**src/design/spp_pkg.sv**
```systemverilog
// Shared constants, types and helper functions of the polyphonic sample player.
`default_nettype none
package spp_pkg;

   localparam int SAMPLE_DEPTH = 65536;
   localparam int VOICES       = 128;
   localparam int ADDR_W       = $clog2(SAMPLE_DEPTH);
   localparam int LEN_W        = ADDR_W + 1;
   localparam int VOICE_W      = (VOICES > 1) ? $clog2(VOICES) : 1;
   localparam int RATE_W       = 27;
   localparam int PROD_W       = 32 + RATE_W;
   localparam int RS_W         = PROD_W - 16;
   localparam int FIFO_DEPTH   = 4;
   localparam int DIV_SHIFT    = 37;
   localparam logic [30:0] DIV_MUL = 31'(((64'd1 << DIV_SHIFT) / 127) + 1);

   typedef enum logic [1:0] {
      ACT_TICK = 2'd0,
      ACT_ON   = 2'd1,
      ACT_OFF  = 2'd2,
      ACT_LOAD = 2'd3
   } action_type;

   typedef enum logic [1:0] {
      CSR_BASE    = 2'd0,
      CSR_SUSTAIN = 2'd1,
      CSR_LENGTH  = 2'd2
   } csr_index_type;

   typedef struct packed {
      action_type         action;
      logic [6:0]         note;
      logic [6:0]         velocity;
      logic [15:0]        load_address;
      logic signed [15:0] load_value;
   } item_type;

   typedef struct packed {
      logic     valid;
      item_type item;
   } queue_head_type;

   function automatic logic [16:0] pitch_of(input logic [3:0] k);
      logic [16:0] r;
      case (k)
         4'd0:    r = 17'd65536;
         4'd1:    r = 17'd69433;
         4'd2:    r = 17'd73562;
         4'd3:    r = 17'd77936;
         4'd4:    r = 17'd82570;
         4'd5:    r = 17'd87480;
         4'd6:    r = 17'd92682;
         4'd7:    r = 17'd98193;
         4'd8:    r = 17'd104032;
         4'd9:    r = 17'd110218;
         4'd10:   r = 17'd116772;
         4'd11:   r = 17'd123715;
         default: r = 17'd65536;
      endcase
      return r;
   endfunction

   function automatic logic [RATE_W-1:0] rate_of(input logic [3:0] k,
                                                 input logic signed [4:0] oct);
      logic [RATE_W-1:0] r;
      r = RATE_W'(pitch_of(k));
      if (oct >= 0) r = r << oct;
      else          r = r >> (-oct);
      return r;
   endfunction

endpackage
`default_nettype wire

```
**src/design/spp_front.sv**
```systemverilog
// Front end: accepts request transfers, drops ignored items, queues the rest.
`default_nettype none
module spp_front (
   input  wire logic              clock,
   input  wire logic              reset,
   input  wire logic              req_tvalid,
   output logic                   req_tready,
   input  wire logic [47:0]       req_tdata,
   input  wire logic [1:0]        req_tuser,
   output spp_pkg::queue_head_type head,
   input  wire logic              pop
);
   import spp_pkg::*;

   localparam int PTR_W = $clog2(FIFO_DEPTH);

   item_type             q_ff [FIFO_DEPTH];
   logic [PTR_W-1:0]     wr_ff, wr_in, rd_ff, rd_in;
   logic [PTR_W:0]       cnt_ff, cnt_in;
   item_type             item;
   logic                 keep, push;

   always_comb begin
      item.action       = action_type'(req_tuser);
      item.note         = req_tdata[6:0];
      item.velocity     = req_tdata[13:7];
      item.load_address = req_tdata[29:14];
      item.load_value   = req_tdata[45:30];
      unique case (item.action)
         ACT_TICK:        keep = 1'b1;
         ACT_ON, ACT_OFF: keep = 32'(item.note) < VOICES;
         ACT_LOAD:        keep = 32'(item.load_address) < SAMPLE_DEPTH;
         default:         keep = 1'b0;
      endcase
   end

   assign req_tready = cnt_ff != (PTR_W+1)'(FIFO_DEPTH);
   assign push       = req_tvalid && req_tready && keep;
   assign head.valid = cnt_ff != '0;
   assign head.item  = q_ff[rd_ff];

   always_comb begin
      wr_in  = push ? wr_ff + 1'b1 : wr_ff;
      rd_in  = pop ? rd_ff + 1'b1 : rd_ff;
      cnt_in = cnt_ff + (PTR_W+1)'(push) - (PTR_W+1)'(pop);
   end

   always_ff @(posedge clock) begin
      if (reset) begin
         wr_ff  <= '0;
         rd_ff  <= '0;
         cnt_ff <= '0;
      end else begin
         wr_ff  <= wr_in;
         rd_ff  <= rd_in;
         cnt_ff <= cnt_in;
      end
   end

   always_ff @(posedge clock) begin
      if (push) q_ff[wr_ff] <= item;
   end

endmodule
`default_nettype wire

```
**config.mk**
```make
export PLATFORM = sky130hd
export DESIGN_NAME = spp_front
export DESIGN_NICKNAME = d
export VERILOG_FILES = /design/src/design/spp_pkg.sv /design/src/design/spp_front.sv
export SDC_FILE = /design/constraint.sdc
export NUM_CORES = 1
export LEC_CHECK = 0
export BUFFER_PORTS_ARGS = -buffer_cell sky130_fd_sc_hd__buf_2
export CAP_MARGIN = 30
export CORE_ASPECT_RATIO = 0.8
export CORE_MARGIN = 2
export CORE_UTILIZATION = 43
export DETAILED_ROUTE_END_ITERATION = 10
export SLEW_MARGIN = 20
export SYNTH_ARGS = -nofsm -noshare
export SYNTH_HDL_FRONTEND = slang
export SYNTH_SLANG_ARGS = --single-unit
```
**constraint.sdc**
```tcl
create_clock -name clock -period 5.3 [get_ports clock]
set_input_delay 0.795 -clock clock [delete_from_list [all_inputs] [get_ports clock]]
set_output_delay 0.795 -clock clock [all_outputs]
set_load 0.05 [all_outputs]
```
==> impl_metrics.ini, run 1 <==
[yosys]
yosysSeqAreaShare = 0.807
synth_top_area_cell = edfxtp_1
yosys_register_bits = 201
synth.yosys.warnings = 0
synth_cells = 298
syn_nets = 359
synth.distinct_cells = 22
synth_area_leaders = edfxtp_1 78%, mux4_2 15%, dfxtp_1 2.4%
synth_top_area_share = 0.782
synthesis.area_um2 = 7370
syn_area_per_cell_um2 = 24.7

[global_route]
grt_max_degree = 35
grt_pass1_vias = 3503
grt_pass1_wl_um = 19400
grt_usage = 0.143
antenna_found_initial = 2
grt_overflow = 0

[route]
vias = 3305
dr.pass1.iters = 4
via_per_inst = 5.04
routed.top_layer = met5
drt_wl_total_um = 12600
ant_nets = 0
met1_length_um = 5230
drc = 0
drt_iter0_drc = 165
dr_wl_met2_um = 6110
wire_per_inst_um = 19.2
route.met3.wl_um = 1040

[worst_setup_path]
cp.arrival_ps = 2310
crit_type = flip-flop to output pin
required_ps = 4510
worstSetupStartpointType = flip-flop
crit_path_end_kind = output pin
crit_fanout = 29

[flow_run]
cap_violations = 0

[power]
p_seq_frac = 0.459
power.internal_mw = 3.14
p_switching_mw = 1.18
power.leakage_nw = 3.04
ir_worst_vdd_mv = 0.252
swShare = 0.273
power_frac_comb = 0.186
p_per_area_nw_per_um2 = 483
clkPwrFrac = 0.355

[placement]
routabilityCongestion = 0.669
place.port_buffers = 101
dp_hpwl_um = 7630

[floorplan]
initial_utilization = 0.442
die_area_um2 = 18200
fp-row-count = 42
die_h_um = 121
core-area_um2 = 16700
die_w_um = 150
ios = 104

[clock_network]
htree_levels = 1
clock_sinks = 201
root_buffer = clkbuf_16
cts_buffers = 21
post_cts_buffers = 0
clockBufferDepth = 3
insertion_delay_ps = 480
path_clk_slew_ps = 60
cts_resized = 0
cts_tree = built
ctsHoldBuffers = 0

[timing]
max_freq_ghz = 0.322
worst_pin_slew_ps = 802
finalSetupViolCount = 0
fin_skew_ps = 12.7
final_max_slew_viol_count = 0
hold_violations = 0
whs_ps = 527
finalCritPeriodShare = 0.587
setup_tns_ps = 0
rsz0062_at_grt = false
min_period_ps = 3110
max_slew_margin = 0.465

[layout]
syn_to_final_growth_pct = 21.4
drive_above_1_share = 0.456
nets = 481
num-fill-cells = 1319
final_util = 0.537

[outcome]
outcome = complete, no violations

[min_path]
hold_path_class = input port to flip-flop
-- worst paths after layout --
check,from,to,slack [ps],cells past startpoint
setup / recovery,flip-flop,head[6],2190,3
hold / removal,req_tdata[27],q_ff[1][29]$_DFFE_PP_,530,1
setup reg to reg,cnt_ff[1]$_SDFF_PP0_,q_ff[0][45]$_DFFE_PP_,2730,4
hold reg to reg,wr_ff[1]$_SDFFE_PP0P_,wr_ff[1]$_SDFFE_PP0P_,530,2
-- cells in the mapped netlist --
library cell,instances
buf_6,3
nand2b_1,2
xor2_1,2
and2_1,5
dfxtp_1,9
clkbuf_1,3
nor3_1,1
nor2b_1,1
edfxtp_1,192
nor2_1,8
nand2_1,2
mux4_2,48
a21boi_1,1
buf_2,3
ha_1,6
mux2i_1,1
mux2_2,1
inv_1,5
buf_4,2
fa_1,1
xnor2_1,1
or3_1,1
-- critical path: stages (launching register included) --
cell and delay, ps:
dfxtp_2 670, buf_4 520, mux4_2 400, buf_2 230
-- sequential cells by signal (all words and copies together), names as in the netlist, named ones only --
register  flops
q_ff        192
cnt_ff        3
rd_ff         2
wr_ff         2
-- layout make-up --
class | count | area [um^2] | share of cell area
repair buffers | 110 | 631 | 0.0705
inverters | 5 | 18.8 | 0.00210
multi-input cells | 81 | 1340 | 0.149
flip-flops and latches | 201 | 5950 | 0.665
clock buffers | 25 | 541 | 0.0604
diodes | 2 | 5.00 | 0.000559
clock inverters | 12 | 193 | 0.0215
well taps | 220 | 275 | 0.0308
-- stage by stage --
stage	area (um^2)	instances	worst slack, ps	total power, mW
final	8950	656	2190	4.32
after global routing	8940	654	2050	4.49
after CTS	8900	652	2100	4.37
after detailed placement	8160	615	2180	2.83
after global placement	8120	613	2280	2.80
after floorplan	7370	298	2530	2.62
-- per-layer routing --
metal	up-vias	global-route usage
met5	-	0
met4	2	0.0366
li1	1491	-
met2	100	0.234
met1	1690	0.183
met3	22	0.0526
-- layout by cell type (no fill, tap or decap), drive strengths merged, types with 2 or more instances in the layout --
cell type	count
edfxtp	192
buf	110
mux4	48
clkbuf	25
dfxtp	9
nor2	8
ha	6
inv	5
bufinv	5
and2	5
clkinv	4
clkinvlp	3
diode	2
nand2	2
xor2	2
nand2b	2
-- power by group through the flow --
stage               sequential, mW  clock, mW  combinational [mW]
finish                        1.98       1.53               0.803
global route                  2.00       1.63               0.856
CTS                           1.99       1.57               0.813
detailed placement            2.02          0               0.812
global placement              2.02          0               0.780
floorplan                     1.99          0               0.622
-- cell families after synthesis --
| group | synth area share |
|---|---|
| adder cells (fa/ha/maj) | 0.0129 |
| buffers and inverters | 0.0127 |
| XOR/XNOR | 0.00357 |
| AND/OR/NAND/NOR | 0.0134 |
| multiplexers | 0.150 |
| flip-flops | 0.807 |
| AO/OA/AOI/OAI | 0.00102 |
(Power assumes the default switching activity.)
==> run 2: changes to the inputs <==
--- a/config.mk
+++ b/config.mk
@@ -11,6 +11,7 @@
 export CORE_MARGIN = 2
 export CORE_UTILIZATION = 43
 export DETAILED_ROUTE_END_ITERATION = 10
+export PLACE_DENSITY = 0.65
 export SLEW_MARGIN = 20
 export SYNTH_ARGS = -nofsm -noshare
 export SYNTH_HDL_FRONTEND = slang
==> constraint.sdc (replaced) <==
create_clock -name clock -period 2.5 [get_ports clock]
set_input_delay 0.375 -clock clock [delete_from_list [all_inputs] [get_ports clock]]
set_output_delay 0.375 -clock clock [all_outputs]
set_load 0.05 [all_outputs]
==> run 2 against run 1 <==
  * Wire length up 3.8%
  * Register-to-register slack got worse by 2400 ps
  * Clock skew decreased by 3.0 ps
  * Utilization up 0.11 points
  * Sequential share of layout area decreased by 0.13 points
  * Sequential power is 110% higher
  * Cell area increased by 0.20%
  * Via count grew 1.5%
  * Clock power increased by 120%
  * Global-route usage is 0.27 points higher
  * Power up 110%
  * Critical endpoint is now head[7]
  * Largest power group unchanged
==> impl_metrics.ini, run 2 (synthesis results as in run 1) <==
[outcome]
outcome = complete, no violations

[route]
drc = 0
drt_iter0_drc = 169
drt_wl_total_um = 13100
vias = 3353
dr.pass1.iters = 4
wire_per_inst_um = 19.9
ant_nets = 0
via_per_inst = 5.10

[min_path]
holdPathEnd = q_ff[1][11]$_DFFE_PP_
holdPathStages = 1
hp-start = req_tdata[41]
hold_path_class = input port to flip-flop

[global_route]
antenna_found_initial = 1
grt_usage = 0.146
grt_pass1_wl_um = 19800
met3_usage = 0.0414
grt_max_degree = 34
grt_use_met2 = 0.247
grt_pass1_vias = 3579
met1_usage = 0.186
grt-busiest-layer = met2
grt_overflow = 0

[worst_setup_path]
r2r-start = cnt_ff[1]$_SDFF_PP0_
crit_path_end_kind = output pin
required_ps = 2120
crit_path_cell_trace = buf_12 -> mux4_2 -> buf_2
crit_type = flip-flop to output pin
critPathMaxStageDelay_ps = 550
cp.arrival_ps = 1920
r2r_slack_ps = 300
rr_worst_depth = 11
worstSetupStartpointType = flip-flop
crit_fanout = 21
cp_slowest_cell = mux4_2
r2r-end = cnt_ff[2]$_SDFF_PP0_

[clock_network]
insertion_delay_ps = 480
clock_sinks = 201
cts_tree = built
root_buffer = clkbuf_16
cts_buffers = 20
clockBufferDepth = 3
htree_levels = 1
path_clk_slew_ps = 70
cts_resized = 0
ctsHoldBuffers = 0

[timing]
min_period_ps = 2290
max_slew_margin = 0.652
rsz0062_at_grt = false
setup_tns_ps = 0
finalCritPeriodShare = 0.918
hold_violations = 0
fin_ws_ps = 206
finalSetupViolCount = 0
worst_pin_slew_ps = 522
max_freq_ghz = 0.436
fin_skew_ps = 9.70
final_max_slew_viol_count = 0

[layout]
regMostFlops = q_ff
instances_no_fill = 657
drive_above_1_share = 0.462
nets = 486
largest_reg_flops = 192
syn_to_final_growth_pct = 21.7
final_cell_mix = 192 x edfxtp_1, 101 x buf_2, 48 x mux4_2
diodes = 0
final_common_cell = edfxtp_1
reg.largest.list = q_ff x192, cnt_ff x3
num-fill-cells = 1286

[power]
clkPwrFrac = 0.358
p_switching_mw = 2.52
power.internal_mw = 6.74
p_seq_frac = 0.452
power.leakage_nw = 3.08
p_per_area_nw_per_um2 = 1030
swShare = 0.272
ir_worst_vdd_mv = 0.638
power_frac_comb = 0.190

[placement]
place.port_buffers = 101
routabilityCongestion = 0.675
dp_cells = 621
dp_hpwl_um = 7610
place_ws_ps = 313

[flow_run]
cap_violations = 0

[floorplan]
die_h_um = 121
fp-row-count = 42
ios = 104
initial_utilization = 0.442
core-area_um2 = 16700
die_area_um2 = 18200
die_w_um = 150
==> run 2: changes by cell type in the layout (fill, tap and decap cells not counted) <==
| cell | previous run | this run |
|---|---|---|
| clkinv_1 | 0 | 2 |
| buf_16 | 1 | 0 |
| diode_2 | 2 | 0 |
| buf_12 | 3 | 2 |
| clkinv_2 | 4 | 2 |
| clkbuf_1 | 4 | 1 |
| clkinvlp_4 | 3 | 1 |
| buf_4 | 5 | 13 |
| clkinv_4 | 0 | 1 |
| bufinv_16 | 5 | 6 |
==> run 2: per-stage QoR <==
stage                     instance area [um^2]  hold slack [ps]  utilization  power [mW]
after global routing                      8970             93.7        0.538        9.60
after detailed placement                  8210              528        0.493        6.04
after CTS                                 8970             84.3        0.538        9.38
after global placement                    8210              497        0.493        5.98
final                                     8970              106        0.538        9.26
after floorplan                           7370              474            -        5.55
==> run 2: critical path: cells and delay by family, from the launching register on <==
kind                   cells  cell delay [ps]
buffers and inverters      2              470
flip-flops                 1              410
multiplexers               1              550
==> run 2: worst max path at each step <==
| stage | from | to | slack (ps) | depth (start not counted) |
|---|---|---|---|---|
| after floorplan | cnt_ff[1]$_SDFF_PP0_ | q_ff[2][0]$_DFFE_PP_ | 80 | 3 |
| after global placement | req_tvalid | cnt_ff[2]$_SDFF_PP0_ | 430 | 11 |
| after detailed placement | cnt_ff[1]$_SDFF_PP0_ | cnt_ff[2]$_SDFF_PP0_ | 310 | 11 |
| after CTS | flip-flop | head[21] | 160 | 3 |
| after global routing | flip-flop | head[7] | 130 | 3 |
| final | flip-flop | head[7] | 210 | 3 |
==> run 2: area by class of cell <==
cell class / count / area [um^2] / area share
sequential: 201 / 5950 / 0.664
inverter: 5 / 18.8 / 0.00209
clock inverter: 12 / 214 / 0.0239
clock buffer: 22 / 529 / 0.0590
multi-input combinational: 81 / 1340 / 0.149
timing repair buffer: 116 / 643 / 0.0717
tap: 220 / 275 / 0.0307
==> run 2: metal layers <==
layer	wire [um]	vias to the layer above
met3	919	24
met4	323	2
met1	5470	1722
met2	6360	103
li1	-	1502
met5	16	-
==> run 2: power by group through the flow <==
stage	combinational [mW]	clock (mW)	sequential, mW
final	1.76	3.32	4.18
after CTS	1.80	3.40	4.18
after detailed placement	1.78	0	4.26
after global placement	1.75	0	4.23
after floorplan	1.32	0	4.23
after global routing	1.88	3.51	4.21
==> run 2: repair_timing <==
item / 4_1_cts / 5_1_grt
buffers inserted: 2 / 0
endpoints found under the hold margin: 0 / 0
setup endpoints to repair: 1 / 0
==> run 3: changes to the inputs <==
--- a/config.mk
+++ b/config.mk
@@ -11,6 +11,8 @@
 export CORE_MARGIN = 2
 export CORE_UTILIZATION = 43
 export DETAILED_ROUTE_END_ITERATION = 10
+export GPL_TIMING_DRIVEN = 0
+export MAX_ROUTING_LAYER = met4
 export PLACE_DENSITY = 0.65
 export SLEW_MARGIN = 20
 export SYNTH_ARGS = -nofsm -noshare
==> run 3 against run 2 <==
  * Fmax fell by 4.4%
  * Utilization fell by 0.34 points
  * Power fell by 4.7%
  * Highest routed layer is now met4
  * Sequential share of layout area rose by 0.36 points
  * Sequential power barely moved
  * Global-route usage rose by 0.39 points
==> impl_metrics.ini, run 3 (synthesis results as in run 1) <==
[clock_network]
clock_sinks = 201
cts_tree = built
htree_levels = 1
cts_buffers = 21
root_buffer = clkbuf_16
insertion_delay_ps = 490
path_clk_slew_ps = 60
clockBufferDepth = 3

[timing]
setup_tns_ps = 0
finalCritPeriodShare = 0.960
whs_ps = 89.1
max_freq_ghz = 0.417
final_max_slew_viol_count = 0
hold_violations = 0
max_slew_margin = 0.717
finalSetupViolCount = 0
fin_skew_ps = 15.8
rsz0062_at_grt = false
worst_pin_slew_ps = 424
min_period_ps = 2400

[power]
ir_worst_vdd_mv = 0.674
p_per_area_nw_per_um2 = 990
power.leakage_nw = 3.03

[worst_setup_path]
crit_fanout = 10
crit_buf_inv = 3
crit_path_end_kind = output pin
worst-path-stages = 4
rr_worst_depth = 11
crit_path_frequent_cell = buf_8
worstSetupStartpointType = flip-flop
cp_top_family = buffers and inverters
required_ps = 2120
critPathMaxStageDelay_ps = 540
crit_path_cell_trace = buf_8 -> buf_8 -> mux4_2 -> buf_2
cp.arrival_ps = 2030
crit_type = flip-flop to output pin
cp_slowest_cell = mux4_2

[layout]
drive_above_1_share = 0.452
diodes = 0
fin_area_um2 = 8910
syn_to_final_growth_pct = 20.9
ff_latch_area_um2 = 5950
regMostFlops = q_ff
multi_input_area_um2 = 1360
nets = 486
num-fill-cells = 1304
final_cell_mix = 192 x edfxtp_1, 101 x buf_2, 48 x mux4_2
largest_reg_flops = 192
reg.largest.list = q_ff x192, cnt_ff x3
final_common_cell = edfxtp_1

[placement]
place_area_um2 = 8240
routabilityCongestion = 0.651
dp_hpwl_um = 7910
place.port_buffers = 100

[route]
dr.pass1.iters = 4
route.met3.wl_um = 905
routed.top_layer = met4
wire_per_inst_um = 19.4
via_per_inst = 5.10
met1_length_um = 5260
drc = 0
vias = 3367
drt_wl_total_um = 12800
drt_iter0_drc = 133
ant_nets = 0
dr_wl_met2_um = 6340

[floorplan]
die_h_um = 121
die_area_um2 = 18200
ios = 104
core-area_um2 = 16700
initial_utilization = 0.442
die_w_um = 150
fp-row-count = 42

[min_path]
holdPathStages = 1
hold_path_class = input port to flip-flop

[global_route]
antenna_found_initial = 0
grt_pass1_wl_um = 19600
grt_overflow = 0
grt_max_degree = 27
grt_pass1_vias = 3621
grt_usage = 0.150

[flow_run]
cap_violations = 0

[outcome]
outcome = complete, no violations
## run 3: what timing repair did
item                                    in CTS  in global routing
hold buffers                                 0                  0
buffers inserted                             0                  0
gates resized for setup                      3                  9
pin swaps                                    0                  1
endpoints found under the setup margin      11                 22
## run 3: path summary, 6_finish.rpt
path / slack [ps] / startpoint / end
max: 100 / flip-flop / head[42]
min: 90 / req_tdata[3] / q_ff[3][42]$_DFFE_PP_
max reg2reg: 180 / cnt_ff[1]$_SDFF_PP0_ / cnt_ff[2]$_SDFF_PP0_
min reg2reg: 530 / wr_ff[1]$_SDFFE_PP0P_ / wr_ff[1]$_SDFFE_PP0P_
## run 3: power breakdown
part / internal (mW) / leakage (nW) / switching [mW]
logic: 0.546 / 0.895 / 1.26
registers: 4.08 / 1.83 / 0.0981
clock network: 1.65 / 0.305 / 1.19
## run 3: cell type report
cell class | instances | area share
plain buffers | 11 | 0.0105
clock buffers | 25 | 0.0607
clock inverters | 13 | 0.0108
inverters | 5 | 0.00211
multi-input cells | 81 | 0.153
flip-flops and latches | 201 | 0.667
well taps | 220 | 0.0309
repair buffers | 104 | 0.0652
## run 3: per-stage QoR
step | std cells | power (mW) | setup WS, ps | util
floorplan | 298 | 5.55 | 80.3 | -
global placement | 618 | 5.98 | -954 | 0.489
detailed placement | 622 | 6.05 | -26.9 | 0.494
CTS | 660 | 8.93 | 8.42 | 0.533
global route | 660 | 9.17 | 5.04 | 0.535
finish | 660 | 8.82 | 99.7 | 0.535
## run 3: worst reg2reg max path, stage by stage, from the launching register on
cell and delay [ps]:
dfxtp_1 420, nor2_1 120, a21boi_4 250, inv_1 70
ha_1 270, inv_1 50, ha_1 130, inv_1 50
fa_1 430, xor2_2 180, and2_1 160, nor3_1 110
## run 3: routing by layer
metal | vias to the layer above | GRT usage
li1 | 1503 | -
met1 | 1741 | 0.189
met2 | 100 | 0.245
met3 | 23 | 0.0380
met4 | 0 | 0.0395
met5 | - | -
